--- src/rtl/online_pixel_cluster_energy_core_defines.svh ---
// assertion macros for the cluster energy core
`ifndef ONLINE_PIXEL_CLUSTER_ENERGY_CORE_DEFINES_SVH
`define ONLINE_PIXEL_CLUSTER_ENERGY_CORE_DEFINES_SVH

// condition that must never be seen at a clock edge
`define OPCE_NEVER(lbl, expr) \
    lbl: assert property (@(posedge clk) disable iff (!rst_n) !(expr)) \
        else $error("opce: forbidden condition seen");

// condition that must hold in the cycle after a trigger
`define OPCE_NEXT(lbl, trig, expr) \
    lbl: assert property (@(posedge clk) disable iff (!rst_n) (trig) |=> (expr)) \
        else $error("opce: expected follow-up missing");

`endif

--- src/rtl/opce_fifo.sv ---
module opce_fifo #(
    parameter int W     = 8,
    parameter int DEPTH = 2
) (
    input  logic         clk,
    input  logic         rst_n,
    input  logic         wr,
    input  logic [W-1:0] wdata,
    input  logic         rd,
    output logic [W-1:0] rdata,
    output logic         full,
    output logic         empty
);

    localparam int PTR_W = (DEPTH > 1) ? $clog2(DEPTH) : 1;
    localparam int CNT_W = $clog2(DEPTH + 1);

    logic [W-1:0]     data_reg [DEPTH];
    logic [PTR_W-1:0] wptr_reg;
    logic [PTR_W-1:0] rptr_reg;
    logic [CNT_W-1:0] cnt_reg;
    logic             do_wr;
    logic             do_rd;

    assign full  = (cnt_reg == CNT_W'(DEPTH));
    assign empty = (cnt_reg == '0);
    assign do_wr = wr && !full;
    assign do_rd = rd && !empty;
    assign rdata = data_reg[rptr_reg];

    // pointers and fill count
    always_ff @(posedge clk or negedge rst_n)
    begin
        if (!rst_n)
        begin
            wptr_reg <= '0;
            rptr_reg <= '0;
            cnt_reg  <= '0;
        end
        else
        begin
            if (do_wr)
                wptr_reg <= (wptr_reg == PTR_W'(DEPTH - 1)) ? '0 : wptr_reg + PTR_W'(1);
            if (do_rd)
                rptr_reg <= (rptr_reg == PTR_W'(DEPTH - 1)) ? '0 : rptr_reg + PTR_W'(1);
            if (do_wr && !do_rd)
                cnt_reg <= cnt_reg + CNT_W'(1);
            else if (do_rd && !do_wr)
                cnt_reg <= cnt_reg - CNT_W'(1);
        end
    end

    // storage
    always_ff @(posedge clk)
    begin
        if (do_wr)
            data_reg[wptr_reg] <= wdata;
    end

endmodule

--- config.mk ---
export PLATFORM = sky130hd
export DESIGN_NAME = opce_fifo
export DESIGN_NICKNAME = d
export VERILOG_FILES = /design/src/rtl/online_pixel_cluster_energy_core_defines.svh /design/src/rtl/opce_fifo.sv
export SDC_FILE = /design/constraint.sdc
export NUM_CORES = 1
export LEC_CHECK = 0
export ABC_AREA = 1
export BUFFER_PORTS_ARGS = -buffer_cell sky130_fd_sc_hd__buf_2
export CAP_MARGIN = 20
export CORE_MARGIN = 5
export CORE_UTILIZATION = 37
export CTS_CLUSTER_DIAMETER = 80
export DETAILED_ROUTE_END_ITERATION = 12
export PLACE_DENSITY = 0.57
export SYNTH_ARGS = -nofsm -noshare
export SYNTH_HDL_FRONTEND = slang
export SYNTH_SLANG_ARGS = --single-unit
--- constraint.sdc ---
create_clock -name clk -period 1.5 [get_ports clk]
set_input_delay 0.075 -clock clk [delete_from_list [all_inputs] [get_ports clk]]
set_output_delay 0.075 -clock clk [all_outputs]
set_load 0.01 [all_outputs]
==> flow_summary.yaml, run 1 <==
place:
  dp_hpwl_mm: 1.10
  placed_cell_area_um2: 952
  dpl.cell_count: 122
  io_buffers: 21
  gp_congestion: 0.744
synthesis:
  synth_compound_area_share_pct: 1.24
  yosysWarnings: 0
  ys_types: 14
  synthMuxAreaShare_pct: 0
  synth_nets: 86
  synth-seq-cells: 20
  synth-simple-area-share_pct: 20.1
  synth_top_family_by_area: "simple AND/OR/NAND/NOR gates"
  synth-seq-area-share_pct: 71.7
  synth_cells: 73
  synth_area_um2: 810
  synth-xor-area-share_pct: 1.08
  synthAdderAreaFrac_pct: 1.55
  avgSynthCellArea_um2: 11.1
run:
  cap_violations: 0
timing:
  finalSetupViolations: 0
  drv_slew: 0
  hold_viol: 0
  skew_ns: 0.00122
  rsz0062_at_grt: "false"
  max_slew_margin_pct: 79.6
  tightest_slew_ns: 0.306
  hold-worst-slack_ns: 0.0914
  fin_crit_ns: 1.40
  max_freq_mhz: 713
  period_share_pct: 93.5
  fin_tns_setup_ns: 0
floorplan:
  fp.dieH_um: 56.8
  initial_utilization_pct: 37.7
  die_x_um: 56.8
  die-area_um2: 3220
  design.core.area_um2: 2150
  ios: 22
  row_count: 17
detailed_routing:
  drc: 0
  viasPerCell: 4.18
  dr.first_iter.drc_count: 10
  postRouteAntennaNets: 0
  wirelength_mm: 1.51
  wl_per_cell_um: 11.1
  vias: 568
  dr.pass1.iters: 3
critical_path:
  slowest_delay_ns: 0.47
  slowest_stage: "dfrtp_1"
  arrival_ns: 1.61
  endpoint_kind: "flip-flop"
  crit_fanout: 7
  crit_type: "reg2reg"
  crit_top_cell: "nand2_1"
  path_cells: "o21ai_0 > ha_1 > inv_1 > nand3_1 > nand2_1 > nand2_1"
  critPathRequiredTime_ns: 1.71
  crit_path_start_kind: "flip-flop"
finish:
  final_layout_size_suffix_gt1_share_pct: 27.8
  antenna-diode-count: 0
  mostFrequentLayoutCells: "nand2_1, buf_2, edfxtp_1, dlygate4sd3_1, inv_1"
  final_core_util_pct: 51.5
  fill_cells: 199
  largest_reg_flops: 16
  fin_area_um2: 1110
  final_common_cell: "nand2_1"
  syn_to_final_growth_pct: 36.6
  layout.nets: 122
  fin_cells: 136
power_and_ir_drop:
  leakagePower_nw: 0.519
  ir_worst_vdd_uv: 1020
  p_per_area_nw_per_um2: 1800
global_route:
  gr-usage-all-layers_pct: 10.8
  grt_max_degree: 13
  grt_overflow: 0
  grt_pass1_vias: 596
  antenna_found_initial: 0
  grt_pass1_wl_mm: 2.57
clock_network:
  clk_latency_ns: 0.30
  clock_path_buffers: 2
  clk_pin_slew_ns: 0.11
  cts_setup_buffers: 0
  numCtsBuffers: 3
  cts_tree: "yes"
  htree_levels: 1
  cts_root_buf: "clkbuf_4"
  cts_num_sinks: 20
worst_hold_path:
  hold_path_class: "in2async"
run_status:
  outcome: "complete, no violations"
what timing repair did:
action	CTS	global route
endpoints found under the setup margin	0	8
resized for setup	0	1
hold endpoints to repair	21	0
hold buffers	10	0
metrics by stage:
stage	power (W)	setup slack, ns
after floorplan	0.00131	0.178
after global placement	0.00155	0.116
after detailed placement	0.00156	0.108
after CTS	0.00203	0.0667
after global routing	0.00216	0.0173
final	0.00199	0.0971
synth_stat cells (all sizes together):
cell     n  area, um2
buf      1       5.00
dfrtp    4        100
edfxtp  16        480
ha       1       12.5
inv      8       30.0
nand2   33        124
nand3    1       5.00
nand3b   1       7.51
nand4    1       6.26
nor2     4       20.0
o21ai    2       10.0
xnor2    1       8.76
logic make-up (layout without fill, tap and decap cells):
| kind of cell | Yosys count | after routing |
|---|---|---|
| fa+ha+maj | 1 | 1 |
| compound gates | 2 | 2 |
| buf+inv | 9 | 44 |
| xor+xnor | 1 | 1 |
| flops | 20 | 20 |
| simple gates | 40 | 40 |
path summary, 6_finish.rpt:
check	startpoint	endpoint	slack (ns)	cells past startpoint
worst max-delay path	cnt_reg[0]$_DFFE_PN0P_	cnt_reg[1]$_DFFE_PN0P_	0.1	6
worst min-delay path	rst_n	cnt_reg[1]$_DFFE_PN0P_	0.09	2
worst max register to register	cnt_reg[0]$_DFFE_PN0P_	cnt_reg[1]$_DFFE_PN0P_	0.1	6
worst min register to register	wptr_reg$_DFFE_PN0N_	wptr_reg$_DFFE_PN0N_	0.49	2
max in group asynchronous	rst_n	rptr_reg$_DFFE_PN0P_	1.27	2
min in group clk	wr	wptr_reg$_DFFE_PN0N_	0.12	5
cell type report:
cell class	instances	area (um2)	area share, %
well taps	28	35.0	3.17
clock inverters	1	30.0	2.71
inverters	8	30.0	2.71
clock buffers	3	22.5	2.04
flip-flops and latches	20	582	52.6
multi-input cells	44	194	17.5
repair buffers	32	213	19.2
critical path, delay by kind of cell, from the launching register on:
kind                       cells  cell delay, ns
AOI/OAI and AO/OA              1            0.28
adders and majority gates      1            0.30
buffers and inverters          1            0.08
DFF                            1            0.47
and+or+nand+nor                3            0.18
metal layers:
metal  wire (um)  global-route usage (%)
met1         666                    12.3
met2         707                    16.5
met3          94                    3.91
met4          40                    7.95
met5           0                       0
where the power goes:
part,switching (W),internal [W]
clock,0.000168,0.000270
sequential,0.000104,0.000773
combinational,0.000402,0.000273
total,0.000674,0.00132
Note: power is estimated with default switching activity, not from simulation.
==> run 2, diff against run 1 <==
==> constraint.sdc (replaced) <==
create_clock -name clk -period 1.35 [get_ports clk]
set_input_delay 0.0675 -clock clk [delete_from_list [all_inputs] [get_ports clk]]
set_output_delay 0.0675 -clock clk [all_outputs]
set_load 0.01 [all_outputs]
==> run 2 against run 1 <==
Against the previous run:
- power rose by 21%
- critical path type unchanged
- highest routed layer is now met3
- final cell count rose by 4.4%
- sequential power rose by 8.2%
- clock skew is 0.012 ns higher
- cell area increased by 8.5%
- routed wire length rose by 7.6%
- largest power group is now combinational logic
- critical path depth shrank 1
- non-clock buffer count is 6 higher
- hold slack lost 0.044 ns
==> flow_summary.yaml, run 2 (synthesis results as in run 1) <==
timing:
  max_slew_margin_pct: 71.6
  hold_viol: 0
  fin_crit_ns: 1.31
  drv_slew: 0
  skew_ns: 0.0135
  rsz0062_at_grt: "true"
  tightest_slew_ns: 0.421
  max_freq_mhz: 764
  period_share_pct: 97.0
  finalSetupViolations: 0
power_and_ir_drop:
  p_per_area_nw_per_um2: 2000
  ir_worst_vdd_uv: 1190
  power.share.switching_pct: 36.8
  leakagePower_nw: 0.539
  combinationalPowerShare_pct: 48.5
  power_switching_w: 0.000884
  seqPwrFrac_pct: 39.6
  power_frac_clock_pct: 12.0
  internal_power_w: 0.00152
place:
  io_buffers: 21
  gp_congestion: 0.779
  dp_hpwl_mm: 1.13
  dpl.cell_count: 125
  placed_cell_area_um2: 975
critical_path:
  crit_type: "reg2reg"
  crit_path_start_kind: "flip-flop"
  r2r_start: "cnt_reg[0]$_DFFE_PN0P_"
  arrival_ns: 1.49
  endpoint_kind: "flip-flop"
  critPathLaunch: "cnt_reg[0]$_DFFE_PN0P_"
  crit_fanout: 4
  critPathRequiredTime_ns: 1.53
clock_network:
  cts_tree: "yes"
  htree_levels: 1
  cts_num_sinks: 20
  numCtsBuffers: 3
  clk_latency_ns: 0.30
  clk_pin_slew_ns: 0.10
  cts_root_buf: "clkbuf_4"
  clock_path_buffers: 2
finish:
  final_common_cell: "nand2_1"
  final_layout_size_suffix_gt1_share_pct: 39.5
  mostFrequentLayoutCells: "nand2_1, buf_2, edfxtp_1, dlygate4sd3_1, buf_4"
  fin_cells: 142
  syn_to_final_growth_pct: 48.2
  fin_area_um2: 1200
  largest_reg_flops: 16
  layout.nets: 128
  antenna-diode-count: 0
run_status:
  outcome: "complete, no violations"
floorplan:
  fp.dieH_um: 56.8
  initial_utilization_pct: 37.7
  die-area_um2: 3220
  row_count: 17
  ios: 22
  design.core.area_um2: 2150
  die_x_um: 56.8
worst_hold_path:
  hold_path_class: "in2reg"
  worstHoldStart: "rd"
detailed_routing:
  postRouteAntennaNets: 0
  viasPerCell: 4.28
  vias: 608
  dr.first_iter.drc_count: 16
  wirelength_mm: 1.62
  dr.pass1.iters: 4
  drc: 0
  wl_per_cell_um: 11.4
run:
  cap_violations: 0
global_route:
  grt_pass1_vias: 656
  antenna_found_initial: 0
  grt_max_degree: 12
  grt_pass1_wl_mm: 2.72
  gr-usage-all-layers_pct: 11.3
  grt_overflow: 0
==> run 2: changes by cell type in the layout (fill, tap and decap cells not counted), sizes merged <==
cell         delta
buf             +7
clkbuf          +1
inv             -1
bufinv          -1
clkinvlp        +1
dlygate4sd3     -1
==> run 2: cell type report <==
| type | count | area, um2 |
|---|---|---|
| Clock buffer | 4 | 26.3 |
| Timing Repair Buffer | 38 | 275 |
| Sequential cell | 20 | 582 |
| Fill cell | 185 | 948 |
| Multi-Input combinational cell | 44 | 245 |
| Tap cell | 28 | 35.0 |
| Inverter | 8 | 36.3 |
==> run 2: metal layers <==
| layer | track usage, % | vias up | share of wire, % |
|---|---|---|---|
| met5 | 0 | - | 0 |
| met4 | 5.96 | 0 | 0 |
| met3 | 3.45 | 0 | 5.2 |
| met2 | 18.8 | 12 | 49 |
| met1 | 12.9 | 277 | 46 |
| li1 | - | 319 | - |
==> run 2: repair_timing <==
action,in CTS,in global routing
buffers inserted,1,4
cloned,0,0
gates resized for setup,9,10
endpoints found under the hold margin,20,0
pin swaps,2,3
hold buffers,9,0
setup endpoints to repair,25,25
==> run 2: metrics by stage <==
stage               TNS [ns]  total power [W]  hold slack [ns]  utilization (%)  worst slack (ns)
global route         -0.0771          0.00260           0.0422             55.9           -0.0584
finish                     0          0.00240           0.0478             55.9            0.0404
CTS                  -0.0219          0.00223           0.0174             52.2           -0.0219
detailed placement     -1.36          0.00182           -0.115             45.4            -0.101
floorplan                  0          0.00145           -0.228                -            0.0284
global placement      -0.494          0.00180           -0.119             45.4           -0.0846
==> run 2: power by group through the flow <==
stage / Sequential, W / Combinational [W] / Clock, W
2_1_floorplan: 0.000930 / 0.000522 / 0
3_3_place_gp: 0.000963 / 0.000835 / 0
3_5_place_dp: 0.000969 / 0.000853 / 0
4_1_cts: 0.000963 / 0.000966 / 0.000300
5_1_grt: 0.000967 / 0.00129 / 0.000338
6_report: 0.000950 / 0.00116 / 0.000287
==> run 2: worst max-delay path: stages, from the launching register on <==
cell and delay [ns]:
dfrtp_1 0.43, buf_6 0.14, o21ai_4 0.17, ha_4 0.23, buf_4 0.13, xnor2_1 0.11
==> run 2: final timing paths <==
check / end / slack (ns) / depth (start not counted)
setup / recovery: cnt_reg[0]$_DFFE_PN0P_ / 0.04 / 5
hold / removal: rptr_reg$_DFFE_PN0P_ / 0.05 / 3
setup reg to reg: cnt_reg[0]$_DFFE_PN0P_ / 0.04 / 5
hold reg to reg: wptr_reg$_DFFE_PN0N_ / 0.49 / 2
max in group asynchronous: rptr_reg$_DFFE_PN0P_ / 1.11 / 2
min in group asynchronous: cnt_reg[0]$_DFFE_PN0P_ / 0.11 / 2
==> run 3, diff against run 2 <==
--- a/config.mk
+++ b/config.mk
@@ -9,10 +9,10 @@
 export BUFFER_PORTS_ARGS = -buffer_cell sky130_fd_sc_hd__buf_2
 export CAP_MARGIN = 20
 export CORE_MARGIN = 5
-export CORE_UTILIZATION = 37
+export CORE_UTILIZATION = 30
 export CTS_CLUSTER_DIAMETER = 80
 export DETAILED_ROUTE_END_ITERATION = 12
-export PLACE_DENSITY = 0.57
+export PLACE_DENSITY = 0.56
 export SYNTH_ARGS = -nofsm -noshare
 export SYNTH_HDL_FRONTEND = slang
 export SYNTH_SLANG_ARGS = --single-unit
==> run 3 against run 2 <==
Against the previous run:
- hold slack gained 0.031 ns
- combinational power is 13% lower
- global-route usage decreased by 1.6 points
- critical path depth decreased by 2
- critical path type is now reg2out
- critical endpoint is now empty
- highest routed layer is now met4
==> flow_summary.yaml, run 3 (synthesis results as in run 1) <==
clock_network:
  clk_latency_ns: 0.30
  cts_root_buf: "clkbuf_4"
  htree_levels: 1
  cts_num_sinks: 20
  numCtsBuffers: 3
  cts_tree: "yes"
  clock_path_buffers: 2
  clk_pin_slew_ns: 0.11
finish:
  final_core_util_pct: 47.8
  mostFrequentLayoutCells: "nand2_1, buf_2, edfxtp_1, dlygate4sd3_1, buf_4"
  antenna-diode-count: 0
  layout.nets: 130
  largest_reg_flops: 16
  fill_cells: 245
  multi_input_area_um2: 223
  syn_to_final_growth_pct: 48.8
  fin_area_um2: 1200
  final_layout_size_suffix_gt1_share_pct: 37.1
  regArea_um2: 583
  final_common_cell: "nand2_1"
timing:
  hold_viol: 0
  drv_slew: 0
  max_slew_margin_pct: 85.3
  skew_ns: 0.00329
  hold-worst-slack_ns: 0.0787
  finalSetupViolations: 0
  max_freq_mhz: 767
  fin_crit_ns: 1.30
  rsz0062_at_grt: "true"
  period_share_pct: 96.6
  tightest_slew_ns: 0.218
detailed_routing:
  wl_per_cell_um: 11.2
  drc: 0
  postRouteAntennaNets: 0
  viasPerCell: 4.25
  vias: 621
  dr.first_iter.drc_count: 12
  dr.pass1.iters: 4
  wirelength_mm: 1.64
power_and_ir_drop:
  power_frac_clock_pct: 19.7
  seqPwrFrac_pct: 39.4
  internal_power_w: 0.00163
  leakagePower_nw: 0.561
  p_per_area_nw_per_um2: 2050
  ir_worst_vdd_uv: 1290
  power_switching_w: 0.000845
  combinationalPowerShare_pct: 40.9
  power.share.switching_pct: 34.2
global_route:
  grt_max_degree: 13
  grt_pass1_vias: 620
  antenna_found_initial: 0
  grt_overflow: 0
  gr-usage-all-layers_pct: 9.68
  grt_pass1_wl_mm: 2.61
worst_hold_path:
  hold_path_class: "in2async"
critical_path:
  crit_fanout: 4
  arrival_ns: 1.24
  crit_type: "reg2out"
  path_cells: "buf_4 > nor2_1 > buf_2"
  slowest_delay_ns: 0.46
  slowest_stage: "dfrtp_2"
  crit_path_start_kind: "flip-flop"
  critPathRequiredTime_ns: 1.28
  endpoint_kind: "output port"
floorplan:
  die_x_um: 61.9
  design.core.area_um2: 2520
  row_count: 18
  fp.dieH_um: 61.9
  initial_utilization_pct: 32.1
  die-area_um2: 3840
  ios: 22
run_status:
  outcome: "complete, no violations"
place:
  gp_congestion: 0.733
  dp_hpwl_mm: 1.19
  placed_cell_area_um2: 1000
  io_buffers: 21
run:
  cap_violations: 0
run 3: through the flow:
step	setup WS (ns)	total power [W]	setup TNS (ns)	instances
2_1_floorplan	0.0284	0.00145	0	73
3_3_place_gp	0.0636	0.00183	0	130
3_5_place_dp	0.00858	0.00185	0	130
4_1_cts	0.0181	0.00237	0	144
5_1_grt	-0.0149	0.00265	-0.0186	146
6_report	0.0459	0.00247	0	146
run 3: area by class of cell:
cell class | count | share of cell area [%]
Timing Repair Buffer | 40 | 22.9
Sequential cell | 20 | 48.4
Clock buffer | 3 | 1.87
Inverter | 8 | 2.70
Tap cell | 30 | 3.12
Clock inverter | 1 | 2.49
Multi-Input combinational cell | 44 | 18.5
run 3: power by group through the flow:
stage | logic, W | registers, W | clock network [W]
after floorplan | 0.000522 | 0.000930 | 0
after global placement | 0.000874 | 0.000957 | 0
after detailed placement | 0.000892 | 0.000962 | 0
after CTS | 0.000918 | 0.000949 | 0.000505
after global routing | 0.00113 | 0.000995 | 0.000526
final | 0.00101 | 0.000973 | 0.000487
run 3: per-layer routing:
| layer | vias up | GRT usage [%] | wire length (um) | part of all wire [%] |
|---|---|---|---|---|
| met5 | - | 0 | 0 | 0 |
| met4 | 0 | 3.64 | 27 | 1.6 |
| met3 | 5 | 4.55 | 155 | 9.4 |
| met2 | 19 | 16.6 | 769 | 47 |
| met1 | 275 | 10.3 | 689 | 42 |
| li1 | 322 | - | - | - |
run 3: worst max-delay path, delay by kind of cell, from the launching register on:
| family | cells | cell delay [ns] |
|---|---|---|
| buf+inv | 2 | 0.32 |
| flops | 1 | 0.46 |
| simple gates | 1 | 0.15 |
run 3: timing repair:
action | 4_1_cts | 5_1_grt
hold buffers | 10 | 0
endpoints found under the setup margin | 1 | 18
setup buffers | 0 | 2
pin swaps | 0 | 2
endpoints found under the hold margin | 21 | 0
resized for setup | 1 | 11
run 3: path summary, 6_finish.rpt:
path                                         from                       end  slack (ns)  cells past startpoint
max                        cnt_reg[0]$_DFFE_PN0P_                     empty        0.05                      3
min reg2reg                  wptr_reg$_DFFE_PN0N_      wptr_reg$_DFFE_PN0N_        0.49                      2
max reg2reg                cnt_reg[1]$_DFFE_PN0P_  data_reg[0][0]$_DFFE_PP_        0.08                      6
min                                         rst_n    cnt_reg[0]$_DFFE_PN0P_        0.08                      2
min in group clk                               wr      wptr_reg$_DFFE_PN0N_        0.08                      4
max in group asynchronous                   rst_n      rptr_reg$_DFFE_PN0P_        1.14                      2
